<file path="config.mk">
export PLATFORM = sky130hd
export DESIGN_NAME = rolling_hash_window_matcher
export DESIGN_NICKNAME = d
export VERILOG_FILES = /design/src/hdl/rhwm_pkg.sv /design/src/hdl/rhwm_ctrl.sv /design/src/hdl/rhwm_datapath.sv /design/src/hdl/rolling_hash_window_matcher.sv
export SDC_FILE = /design/constraint.sdc
export NUM_CORES = 2
export LEC_CHECK = 0
export BUFFER_PORTS_ARGS = -buffer_cell sky130_fd_sc_hd__buf_2
export CAP_MARGIN = 15
export CORE_MARGIN = 1
export CORE_UTILIZATION = 40
export CTS_BUF_LIST = sky130_fd_sc_hd__clkbuf_4 sky130_fd_sc_hd__clkbuf_8
export DETAILED_ROUTE_END_ITERATION = 10
export PLACE_DENSITY = 0.6
export SYNTH_ARGS = -nofsm -noshare
export SYNTH_HDL_FRONTEND = slang
export SYNTH_SLANG_ARGS = --single-unit
</file>
<file path="constraint.sdc">
create_clock -name clk_i -period 8.6 [get_ports clk_i]
set_input_delay 0.86 -clock clk_i [delete_from_list [all_inputs] [get_ports clk_i]]
set_output_delay 0.86 -clock clk_i [all_outputs]
set_load 0.02 [all_outputs]
</file>
<file path="src/hdl/rhwm_pkg.sv">
// Package for the rolling hash window matcher.
// Holds the hash constants, the modular reduction constants, the digit mapping and
// the command and status types shared by the controller and the datapath.
package rhwm_pkg;

  localparam int unsigned HASH_W    = 14;
  localparam int unsigned PROD_W    = 28;
  localparam int unsigned QUOT_W    = 15;
  localparam int unsigned MULT_W    = 29;
  localparam int unsigned RED_SHIFT = 42;
  localparam int unsigned FOLD_W    = 19;
  localparam int unsigned LEN_W     = 7;
  localparam int unsigned OUT_W     = 24;
  localparam int unsigned CFG_IDX_W = 1;
  localparam int unsigned CFG_DAT_W = 14;

  localparam logic [HASH_W-1:0] HASH_MOD     = 14'd11932;
  localparam logic [4:0]        HASH_BASE    = 5'd26;
  localparam logic [7:0]        DIGIT_OFFSET = 8'd96;

  // Barrett reciprocal of the modulus; leaves a remainder below twice the modulus.
  localparam logic [MULT_W-1:0] RED_MULT =
    MULT_W'((64'd1 << RED_SHIFT) / 64'(HASH_MOD));

  localparam logic [CFG_IDX_W-1:0] CFG_WINDOW_LEN   = 1'b0;
  localparam logic [CFG_IDX_W-1:0] CFG_PATTERN_HASH = 1'b1;

  localparam logic [1:0] RED_DEST_SUB  = 2'd0;
  localparam logic [1:0] RED_DEST_HASH = 2'd1;
  localparam logic [1:0] RED_DEST_LEAD = 2'd2;

  typedef struct packed {
    logic       cfg_len;
    logic       cfg_pat;
    logic       accept;
    logic       lead_load;
    logic       mul;
    logic       fold;
    logic       red_quot;
    logic       red_rem;
    logic [1:0] red_dest;
    logic       emit;
  } rhwm_cmd_t;

  typedef struct packed {
    logic lead_done;
    logic out_free;
  } rhwm_status_t;

  function automatic logic [HASH_W-1:0] digit_of(input logic [7:0] b);
    if (b >= DIGIT_OFFSET) begin
      return HASH_W'(b - DIGIT_OFFSET);
    end else begin
      return HASH_W'(b) + HASH_MOD - HASH_W'(DIGIT_OFFSET);
    end
  endfunction

endpackage

</file>
<file path="src/hdl/rhwm_ctrl.sv">
// Controller of the rolling hash window matcher.
// Sequences configuration, weight recomputation and the per-byte hash update.
// Depends on rhwm_pkg for the command and status types.
module rhwm_ctrl (
  input  logic                            clk_i,
  input  logic                            rst_ni,
  input  logic                            cfg_valid_i,
  input  logic [rhwm_pkg::CFG_IDX_W-1:0]  cfg_index_i,
  output logic                            cfg_ready_o,
  input  logic                            in_valid_i,
  output logic                            in_ready_o,
  input  rhwm_pkg::rhwm_status_t          status_i,
  output rhwm_pkg::rhwm_cmd_t             cmd_o
);

  localparam logic [3:0] ST_IDLE      = 4'd0;
  localparam logic [3:0] ST_LEAD_CHK  = 4'd1;
  localparam logic [3:0] ST_LEAD_QUOT = 4'd2;
  localparam logic [3:0] ST_LEAD_REM  = 4'd3;
  localparam logic [3:0] ST_MUL       = 4'd4;
  localparam logic [3:0] ST_SUB_QUOT  = 4'd5;
  localparam logic [3:0] ST_SUB_REM   = 4'd6;
  localparam logic [3:0] ST_FOLD      = 4'd7;
  localparam logic [3:0] ST_HASH_QUOT = 4'd8;
  localparam logic [3:0] ST_HASH_REM  = 4'd9;
  localparam logic [3:0] ST_EMIT      = 4'd10;

  logic [3:0] state_q, state_d;

  always_comb begin
    state_d     = state_q;
    cmd_o       = '0;
    cfg_ready_o = 1'b0;
    in_ready_o  = 1'b0;
    case (state_q)
      ST_IDLE: begin
        cfg_ready_o = 1'b1;
        in_ready_o  = !cfg_valid_i;
        if (cfg_valid_i) begin
          if (cfg_index_i == rhwm_pkg::CFG_WINDOW_LEN) begin
            cmd_o.cfg_len = 1'b1;
            state_d       = ST_LEAD_CHK;
          end else begin
            cmd_o.cfg_pat = 1'b1;
          end
        end else if (in_valid_i) begin
          cmd_o.accept = 1'b1;
          state_d      = ST_MUL;
        end
      end
      ST_LEAD_CHK: begin
        if (status_i.lead_done) begin
          state_d = ST_IDLE;
        end else begin
          cmd_o.lead_load = 1'b1;
          state_d         = ST_LEAD_QUOT;
        end
      end
      ST_LEAD_QUOT: begin
        cmd_o.red_quot = 1'b1;
        state_d        = ST_LEAD_REM;
      end
      ST_LEAD_REM: begin
        cmd_o.red_rem  = 1'b1;
        cmd_o.red_dest = rhwm_pkg::RED_DEST_LEAD;
        state_d        = ST_LEAD_CHK;
      end
      ST_MUL: begin
        cmd_o.mul = 1'b1;
        state_d   = ST_SUB_QUOT;
      end
      ST_SUB_QUOT: begin
        cmd_o.red_quot = 1'b1;
        state_d        = ST_SUB_REM;
      end
      ST_SUB_REM: begin
        cmd_o.red_rem  = 1'b1;
        cmd_o.red_dest = rhwm_pkg::RED_DEST_SUB;
        state_d        = ST_FOLD;
      end
      ST_FOLD: begin
        cmd_o.fold = 1'b1;
        state_d    = ST_HASH_QUOT;
      end
      ST_HASH_QUOT: begin
        cmd_o.red_quot = 1'b1;
        state_d        = ST_HASH_REM;
      end
      ST_HASH_REM: begin
        cmd_o.red_rem  = 1'b1;
        cmd_o.red_dest = rhwm_pkg::RED_DEST_HASH;
        state_d        = ST_EMIT;
      end
      ST_EMIT: begin
        if (status_i.out_free) begin
          cmd_o.emit = 1'b1;
          state_d    = ST_IDLE;
        end
      end
      default: begin
        state_d = ST_IDLE;
      end
    endcase
  end

  always_ff @(posedge clk_i or negedge rst_ni) begin
    if (!rst_ni) begin
      state_q <= ST_IDLE;
    end else begin
      state_q <= state_d;
    end
  end

endmodule

</file>
<file path="src/hdl/rhwm_datapath.sv">
// Datapath of the rolling hash window matcher.
// Holds the window delay line, the shared Barrett reduction unit, the hash,
// the counters and the result register. Depends on rhwm_pkg.
module rhwm_datapath #(
  parameter int unsigned MAX_WINDOW  = 64,
  parameter int unsigned COUNT_WIDTH = 24
) (
  input  logic                               clk_i,
  input  logic                               rst_ni,
  input  rhwm_pkg::rhwm_cmd_t                cmd_i,
  output rhwm_pkg::rhwm_status_t             status_o,
  input  logic [rhwm_pkg::CFG_DAT_W-1:0]     cfg_data_i,
  input  logic [7:0]                         text_byte_i,
  input  logic                               end_of_text_i,
  output logic                               out_valid_o,
  input  logic                               out_ready_i,
  output logic                               is_match_o,
  output logic [rhwm_pkg::OUT_W-1:0]         window_index_o,
  output logic [rhwm_pkg::OUT_W-1:0]         match_count_o,
  output logic                               final_res_o
);

  localparam int unsigned AW      = (MAX_WINDOW > 1) ? $clog2(MAX_WINDOW) : 1;
  localparam int unsigned PW      = (AW + 1 > rhwm_pkg::LEN_W) ? AW + 1 : rhwm_pkg::LEN_W;
  localparam int unsigned LEN_CAP = (MAX_WINDOW < 127) ? MAX_WINDOW : 127;
  localparam int unsigned HW      = rhwm_pkg::HASH_W;
  localparam int unsigned OW      = rhwm_pkg::OUT_W;

  logic [7:0] win_mem [MAX_WINDOW];

  logic [rhwm_pkg::LEN_W-1:0]  win_len_q;
  logic [HW-1:0]               pat_q;
  logic [HW-1:0]               lead_q;
  logic [rhwm_pkg::LEN_W-1:0]  lead_cnt_q;
  logic [AW-1:0]               wp_q;
  logic [HW-1:0]               hash_q;
  logic [COUNT_WIDTH-1:0]      bytes_q;
  logic [COUNT_WIDTH-1:0]      matches_q;
  logic                        out_valid_q;

  logic [7:0]                  byte_q;
  logic [7:0]                  old_q;
  logic                        last_q;
  logic                        full_q;
  logic [rhwm_pkg::PROD_W-1:0] prod_q;
  logic [rhwm_pkg::QUOT_W-1:0] quot_q;
  logic [HW-1:0]               sub_q;
  logic                        is_match_q;
  logic [OW-1:0]               window_index_q;
  logic [OW-1:0]               match_count_q;
  logic                        final_res_q;

  logic [rhwm_pkg::LEN_W-1:0]        eff_len;
  logic [COUNT_WIDTH-1:0]            eff_len_c;
  logic [PW-1:0]                     wp_inc;
  logic [AW-1:0]                     wp_next;
  logic [rhwm_pkg::PROD_W-1:0]       mul_prod;
  logic [rhwm_pkg::FOLD_W-1:0]       lead_x;
  logic [rhwm_pkg::PROD_W+rhwm_pkg::MULT_W-1:0] quot_prod;
  logic [rhwm_pkg::PROD_W:0]         qm_prod;
  logic [rhwm_pkg::PROD_W:0]         rem_raw;
  logic [rhwm_pkg::PROD_W:0]         rem_fix;
  logic [HW:0]                       h1_raw;
  logic [HW-1:0]                     h1;
  logic [rhwm_pkg::FOLD_W-1:0]       fold_x;
  logic                              full_after;
  logic                              hit;
  logic [COUNT_WIDTH-1:0]            matches_next;
  logic [COUNT_WIDTH-1:0]            win_idx_full;
  logic [COUNT_WIDTH+OW-1:0]         idx_ext;
  logic [COUNT_WIDTH+OW-1:0]         cnt_ext;
  logic                              produced;

  always_comb begin
    if (win_len_q == '0) begin
      eff_len = rhwm_pkg::LEN_W'(1);
    end else if (win_len_q > rhwm_pkg::LEN_W'(LEN_CAP)) begin
      eff_len = rhwm_pkg::LEN_W'(LEN_CAP);
    end else begin
      eff_len = win_len_q;
    end
  end

  assign eff_len_c = COUNT_WIDTH'(eff_len);
  assign wp_inc    = PW'(wp_q) + PW'(1);
  assign wp_next   = (wp_inc == PW'(eff_len)) ? '0 : wp_inc[AW-1:0];

  assign mul_prod  = rhwm_pkg::PROD_W'(rhwm_pkg::digit_of(old_q)) * rhwm_pkg::PROD_W'(lead_q);
  assign lead_x    = rhwm_pkg::FOLD_W'(lead_q) * rhwm_pkg::FOLD_W'(rhwm_pkg::HASH_BASE);

  assign quot_prod = (rhwm_pkg::PROD_W+rhwm_pkg::MULT_W)'(prod_q)
                   * (rhwm_pkg::PROD_W+rhwm_pkg::MULT_W)'(rhwm_pkg::RED_MULT);
  assign qm_prod   = (rhwm_pkg::PROD_W+1)'(quot_q) * (rhwm_pkg::PROD_W+1)'(rhwm_pkg::HASH_MOD);
  assign rem_raw   = {1'b0, prod_q} - qm_prod;
  assign rem_fix   = (rem_raw >= (rhwm_pkg::PROD_W+1)'(rhwm_pkg::HASH_MOD))
                   ? rem_raw - (rhwm_pkg::PROD_W+1)'(rhwm_pkg::HASH_MOD) : rem_raw;

  assign h1_raw = {1'b0, hash_q} + {1'b0, rhwm_pkg::HASH_MOD} - {1'b0, sub_q};
  assign h1     = (h1_raw >= {1'b0, rhwm_pkg::HASH_MOD})
                ? HW'(h1_raw - {1'b0, rhwm_pkg::HASH_MOD}) : h1_raw[HW-1:0];
  assign fold_x = rhwm_pkg::FOLD_W'(h1) * rhwm_pkg::FOLD_W'(rhwm_pkg::HASH_BASE)
                + rhwm_pkg::FOLD_W'(rhwm_pkg::digit_of(byte_q));

  assign full_after   = (bytes_q >= eff_len_c);
  assign hit          = (hash_q == pat_q);
  assign matches_next = (hit && (matches_q != '1)) ? matches_q + COUNT_WIDTH'(1) : matches_q;
  assign win_idx_full = bytes_q - eff_len_c;
  assign idx_ext      = {OW'(0), win_idx_full};
  assign cnt_ext      = {OW'(0), matches_next};
  assign produced     = full_after | last_q;

  assign status_o.lead_done = (lead_cnt_q >= eff_len);
  assign status_o.out_free  = !out_valid_q || out_ready_i;

  always_ff @(posedge clk_i) begin
    if (cmd_i.accept) begin
      win_mem[wp_q] <= text_byte_i;
      old_q         <= win_mem[wp_q];
    end
  end

  always_ff @(posedge clk_i) begin
    if (cmd_i.accept) begin
      byte_q <= text_byte_i;
      last_q <= end_of_text_i;
      full_q <= (bytes_q >= eff_len_c);
    end
    if (cmd_i.mul) begin
      prod_q <= full_q ? mul_prod : '0;
    end else if (cmd_i.lead_load) begin
      prod_q <= rhwm_pkg::PROD_W'(lead_x);
    end else if (cmd_i.fold) begin
      prod_q <= rhwm_pkg::PROD_W'(fold_x);
    end
    if (cmd_i.red_quot) begin
      quot_q <= quot_prod[rhwm_pkg::RED_SHIFT +: rhwm_pkg::QUOT_W];
    end
    if (cmd_i.red_rem && (cmd_i.red_dest == rhwm_pkg::RED_DEST_SUB)) begin
      sub_q <= rem_fix[HW-1:0];
    end
    if (cmd_i.emit) begin
      is_match_q     <= full_after & hit;
      window_index_q <= full_after ? idx_ext[OW-1:0] : '0;
      match_count_q  <= full_after ? cnt_ext[OW-1:0] : '0;
      final_res_q    <= last_q;
    end
  end

  always_ff @(posedge clk_i or negedge rst_ni) begin
    if (!rst_ni) begin
      win_len_q   <= rhwm_pkg::LEN_W'(1);
      pat_q       <= '0;
      lead_q      <= HW'(1);
      lead_cnt_q  <= rhwm_pkg::LEN_W'(1);
      wp_q        <= '0;
      hash_q      <= '0;
      bytes_q     <= '0;
      matches_q   <= '0;
      out_valid_q <= 1'b0;
    end else begin
      if (cmd_i.emit) begin
        out_valid_q <= produced;
      end else if (out_ready_i) begin
        out_valid_q <= 1'b0;
      end
      if (cmd_i.cfg_len) begin
        win_len_q  <= cfg_data_i[rhwm_pkg::LEN_W-1:0];
        lead_q     <= HW'(1);
        lead_cnt_q <= rhwm_pkg::LEN_W'(1);
        wp_q       <= '0;
        hash_q     <= '0;
        bytes_q    <= '0;
        matches_q  <= '0;
      end
      if (cmd_i.cfg_pat) begin
        pat_q <= cfg_data_i[HW-1:0];
      end
      if (cmd_i.accept) begin
        wp_q <= wp_next;
      end
      if (cmd_i.red_rem && (cmd_i.red_dest == rhwm_pkg::RED_DEST_LEAD)) begin
        lead_q     <= rem_fix[HW-1:0];
        lead_cnt_q <= lead_cnt_q + rhwm_pkg::LEN_W'(1);
      end
      if (cmd_i.red_rem && (cmd_i.red_dest == rhwm_pkg::RED_DEST_HASH)) begin
        hash_q <= rem_fix[HW-1:0];
        if (bytes_q != '1) begin
          bytes_q <= bytes_q + COUNT_WIDTH'(1);
        end
      end
      if (cmd_i.emit) begin
        if (last_q) begin
          wp_q      <= '0;
          hash_q    <= '0;
          bytes_q   <= '0;
          matches_q <= '0;
        end else if (full_after) begin
          matches_q <= matches_next;
        end
      end
    end
  end

  assign out_valid_o    = out_valid_q;
  assign is_match_o     = is_match_q;
  assign window_index_o = window_index_q;
  assign match_count_o  = match_count_q;
  assign final_res_o    = final_res_q;

endmodule

</file>
<file path="src/hdl/rolling_hash_window_matcher.sv">
// Top level of the rolling hash window matcher: one text byte per transaction.
// Each byte passes twice through the shared Barrett reduction unit; no new byte is
// accepted until the previous result is emitted, which can stall on out_ready_i.
// A window_len write recomputes the leading weight by L - 1 multiply and reduce steps,
// where L is window_len clamped to the range 1 to the lesser of MAX_WINDOW and 127.
// Reset sets window_len to 1, pattern_hash to 0 and clears the stream state.
// Depends on rhwm_pkg, rhwm_ctrl and rhwm_datapath.
module rolling_hash_window_matcher #(
  parameter int unsigned MAX_WINDOW  = 64,
  parameter int unsigned COUNT_WIDTH = 24
) (
  input  logic                              clk_i,
  input  logic                              rst_ni,
  input  logic                              cfg_valid_i,
  output logic                              cfg_ready_o,
  input  logic [rhwm_pkg::CFG_IDX_W-1:0]    cfg_index_i,
  input  logic [rhwm_pkg::CFG_DAT_W-1:0]    cfg_data_i,
  input  logic                              in_valid_i,
  output logic                              in_ready_o,
  input  logic [7:0]                        text_byte_i,
  input  logic                              end_of_text_i,
  output logic                              out_valid_o,
  input  logic                              out_ready_i,
  output logic                              is_match_o,
  output logic [rhwm_pkg::OUT_W-1:0]        window_index_o,
  output logic [rhwm_pkg::OUT_W-1:0]        match_count_o,
  output logic                              final_res_o
);

  rhwm_pkg::rhwm_cmd_t    cmd;
  rhwm_pkg::rhwm_status_t status;

  rhwm_ctrl u_ctrl (
    .clk_i       (clk_i),
    .rst_ni      (rst_ni),
    .cfg_valid_i (cfg_valid_i),
    .cfg_index_i (cfg_index_i),
    .cfg_ready_o (cfg_ready_o),
    .in_valid_i  (in_valid_i),
    .in_ready_o  (in_ready_o),
    .status_i    (status),
    .cmd_o       (cmd)
  );

  rhwm_datapath #(
    .MAX_WINDOW  (MAX_WINDOW),
    .COUNT_WIDTH (COUNT_WIDTH)
  ) u_datapath (
    .clk_i          (clk_i),
    .rst_ni         (rst_ni),
    .cmd_i          (cmd),
    .status_o       (status),
    .cfg_data_i     (cfg_data_i),
    .text_byte_i    (text_byte_i),
    .end_of_text_i  (end_of_text_i),
    .out_valid_o    (out_valid_o),
    .out_ready_i    (out_ready_i),
    .is_match_o     (is_match_o),
    .window_index_o (window_index_o),
    .match_count_o  (match_count_o),
    .final_res_o    (final_res_o)
  );

endmodule

</file>
==> flow_metrics.env <==
export IMPL_status="finished, final reports clean"
export IMPL_fin_crit_ns=8.153
export IMPL_antenna_found_initial=3
export IMPL_slowest_stage="fa_1"
export IMPL_die_w_um=386.1
export IMPL_io_buffers=81
export IMPL_worstReg2RegEnd="u_datapath.sub_q[11]"
export IMPL_drt_iter0_markers=2524
export IMPL_hpwlAfterDp_um=113500
export IMPL_yosysSeqAreaShare_pct=37.29
export IMPL_ys_flop_type="edfxtp_1"
export IMPL_cts_sinks=752
export IMPL_hp_class="in2async"
export IMPL_syn_avg_cell_area_sq_um=11.25
export IMPL_area_growth_syn_to_layout_pct=9.093
export IMPL_routedWlPerCell_um=20.51
export IMPL_dpl_instance_area_sq_mm=0.06178
export IMPL_final_area_sq_mm=0.06440
export IMPL_finalCritPeriodShare_pct=94.81
export IMPL_fin_cells=7373
export IMPL_cp_data_arrival_time_ns=8.72
export IMPL_drv_slew=0
export IMPL_max_stage_delay_ns=0.55
export IMPL_gp_congestion=0.9049
export IMPL_maxCapViolCount=0
export IMPL_grt_ovfl_total=0
export IMPL_core_sq_mm=0.1461
export IMPL_dpl_cell_count=7149
export IMPL_clock_path_buffers=3
export IMPL_initial_core_util_pct=40.41
export IMPL_r2r_slack_ns=0.45
export IMPL_wl_um=151200
export IMPL_start_kind="flop"
export IMPL_critPathMostFrequentCell="ha_1"
export IMPL_ys_types=94
export IMPL_nNetsFinal=6604
export IMPL_cp_max_fo=11
export IMPL_grt_max_degree=67
export IMPL_cp_end_kind="flop"
export IMPL_synth_edf_count=637
export IMPL_die_area_sq_mm=0.1491
export IMPL_ys_warn_count=0
export IMPL_cts_root_buf="clkbuf_8"
export IMPL_die_h_um=386.1
export IMPL_slew_limit_headroom_pct=20.05
export IMPL_fmax_ghz=0.1227
export IMPL_ioPinCount=82
export IMPL_drt_vias_per_instance=5.337
export IMPL_synth_cells=5248
export IMPL_grt_first_pass_wirelength_um=235000
export IMPL_drc=0
export IMPL_worstPathRequired_ns=9.17
export IMPL_reg2reg_from="u_datapath.quot_q[1]"
export IMPL_ant_nets=0
export IMPL_grt_pass1_vias=40612
export IMPL_synth_fp_nets=6493
export IMPL_numCtsBuffers=114
export IMPL_track_usage_pct=20.52
export IMPL_syn_area_sq_mm=0.05903
export IMPL_tightest_slew_ns=1.199
export IMPL_hold_viol_final=0
export IMPL_cts_tree="done"
export IMPL_ys_seq_elements=752
export IMPL_critical_path_class="reg2reg"
export IMPL_clock_latency_ns=0.83
export IMPL_rows=140
export IMPL_drive_gt1_share_pct=8.176
export IMPL_cts_hold_buf=0
export IMPL_async_flop_share_pct=15.29
export IMPL_clock_skew_ns=0.06953
export IMPL_clkSlewWorstSetupHoldPaths_ns=0.07
export IMPL_dr_pass1_iters=6
export IMPL_worstRegToRegCells=30
export IMPL_vias=39352
export IMPL_htree_levels=3
export IMPL_setup_viol_count_final=0
## how the worst max path moves through the flow
stage                               startpoint                    to  slack, ns  cells past startpoint
final                     u_datapath.quot_q[1]  u_datapath.sub_q[11]       0.45                     30
after global routing      u_datapath.quot_q[1]   u_datapath.sub_q[2]      -0.04                     30
after CTS                 u_datapath.quot_q[2]   u_datapath.sub_q[2]       0.36                     30
after detailed placement  u_datapath.quot_q[1]   u_datapath.sub_q[2]       0.40                     30
after global placement    u_datapath.quot_q[1]   u_datapath.sub_q[2]       0.48                     30
after floorplan           u_datapath.quot_q[3]  u_datapath.sub_q[11]       1.01                     30
## stage by stage
stage / utilization, % / TNS, ns / hold slack, ns / setup WS, ns
floorplan: - / 0 / 0.4390 / 1.013
global placement: 42.29 / 0 / 0.4481 / 0.4830
detailed placement: 42.29 / 0 / 0.4574 / 0.4006
CTS: 43.94 / 0 / 0.1217 / 0.3629
global route: 44.08 / -0.1018 / 0.1893 / -0.04405
finish: 44.08 / 0 / 0.1644 / 0.4467
## worst max-delay path: cells and delay by family, from the launching register on
kind | cells | cell delay [ns]
compound gates | 12 | 2.67
buf+inv | 4 | 0.37
xor+xnor | 2 | 0.49
fa+ha+maj | 7 | 2.97
flops | 1 | 0.49
simple gates | 5 | 0.94
## cell usage after synthesis, drive strengths merged (72+ instances only)
master    n  area share (%)
inv     969             6.2
ha      652              14
edfxtp  637              32
fa      564              19
nor2    283             1.8
nand2   249             1.6
a21oi   167             1.4
a22oi   158             2.0
clkbuf  143            0.91
o21ai   134             1.1
xnor2   126             1.9
dfrtp   112             4.7
xor2    102             1.5
nand3    77            0.65
nor3     72            0.62
## cell families after synthesis
family | Yosys count | synth area share [%]
multiplexers | 28 | 0.5108
adder cells (fa/ha/maj) | 1216 | 32.95
AO/OA/AOI/OAI | 887 | 10.38
AND/OR/NAND/NOR | 1000 | 8.207
buffers and inverters | 1137 | 7.281
flip-flops | 752 | 37.29
XOR/XNOR | 228 | 3.383
## state kept, by name (all words and copies together) (netlist names), 4 cells and up
register / count
u_ctrl.state_q: 4
u_datapath.byte_q: 8
u_datapath.bytes_q: 24
u_datapath.lead_cnt_q: 7
u_datapath.window_index_o: 24
u_datapath.lead_q: 14
u_datapath.prod_q: 28
u_datapath.old_q: 8
u_datapath.hash_q: 14
u_datapath.win_mem: 512
u_datapath.quot_q: 15
u_datapath.match_count_o: 24
u_datapath.matches_q: 24
u_datapath.sub_q: 14
u_datapath.pat_q: 14
u_datapath.wp_q: 6
u_datapath.win_len_q: 7
## per-layer routing
layer  routed length, um  global-route usage [%]  vias up
met1               66910                   27.92    19868
met2               72410                   34.41     1068
li1                    -                       -    18220
met5                   0                       0        -
met4                3932                   6.168        0
met3                7939                   2.234      196
## cell type report
class,instances,area [sq um]
clock buffers,172,2067
clock inverters,40,346.6
diodes,1,2.502
well taps,1917,2399
repair buffers,163,1114
fillers,13792,81690
flip-flops and latches,752,22010
inverters,969,3637
multi-input cells,3359,32820
## placed cells by master, fill, tap and decap left out, types with 13 or more instances in the layout
| cell type | count |
|---|---|
| o21ai_0 | 117 |
| a22o_1 | 67 |
| o21bai_1 | 13 |
| dfrtp_1 | 112 |
| a22oi_1 | 158 |
| nor2b_1 | 27 |
| xor2_1 | 101 |
| mux2_2 | 17 |
| o21ai_1 | 17 |
| nand4_1 | 50 |
| nand2b_1 | 28 |
| a21oi_1 | 164 |
| and2_1 | 64 |
| a31oi_1 | 67 |
| nand2_1 | 249 |
| o21a_1 | 20 |
| xnor2_1 | 125 |
| a211oi_1 | 14 |
| buf_4 | 77 |
| nor4_1 | 18 |
| and3_1 | 35 |
| fa_1 | 564 |
| a221oi_1 | 52 |
| or2_2 | 18 |
| ha_1 | 652 |
| nor2_1 | 278 |
| o211ai_1 | 14 |
| or3_1 | 32 |
| edfxtp_1 | 637 |
| buf_2 | 80 |
| clkbuf_8 | 124 |
| clkinv_1 | 22 |
| inv_1 | 967 |
| nor3_1 | 69 |
| clkbuf_4 | 48 |
| nand3_1 | 77 |
| a21o_1 | 63 |
| o22ai_1 | 27 |
## what timing repair did
action,CTS,global route
setup buffers,0,7
endpoints found under the setup margin,0,38
gates resized for setup,0,9
Power is not shown: default switching activity piles up to over one toggle a cycle in this logic, so the estimate is an artifact.
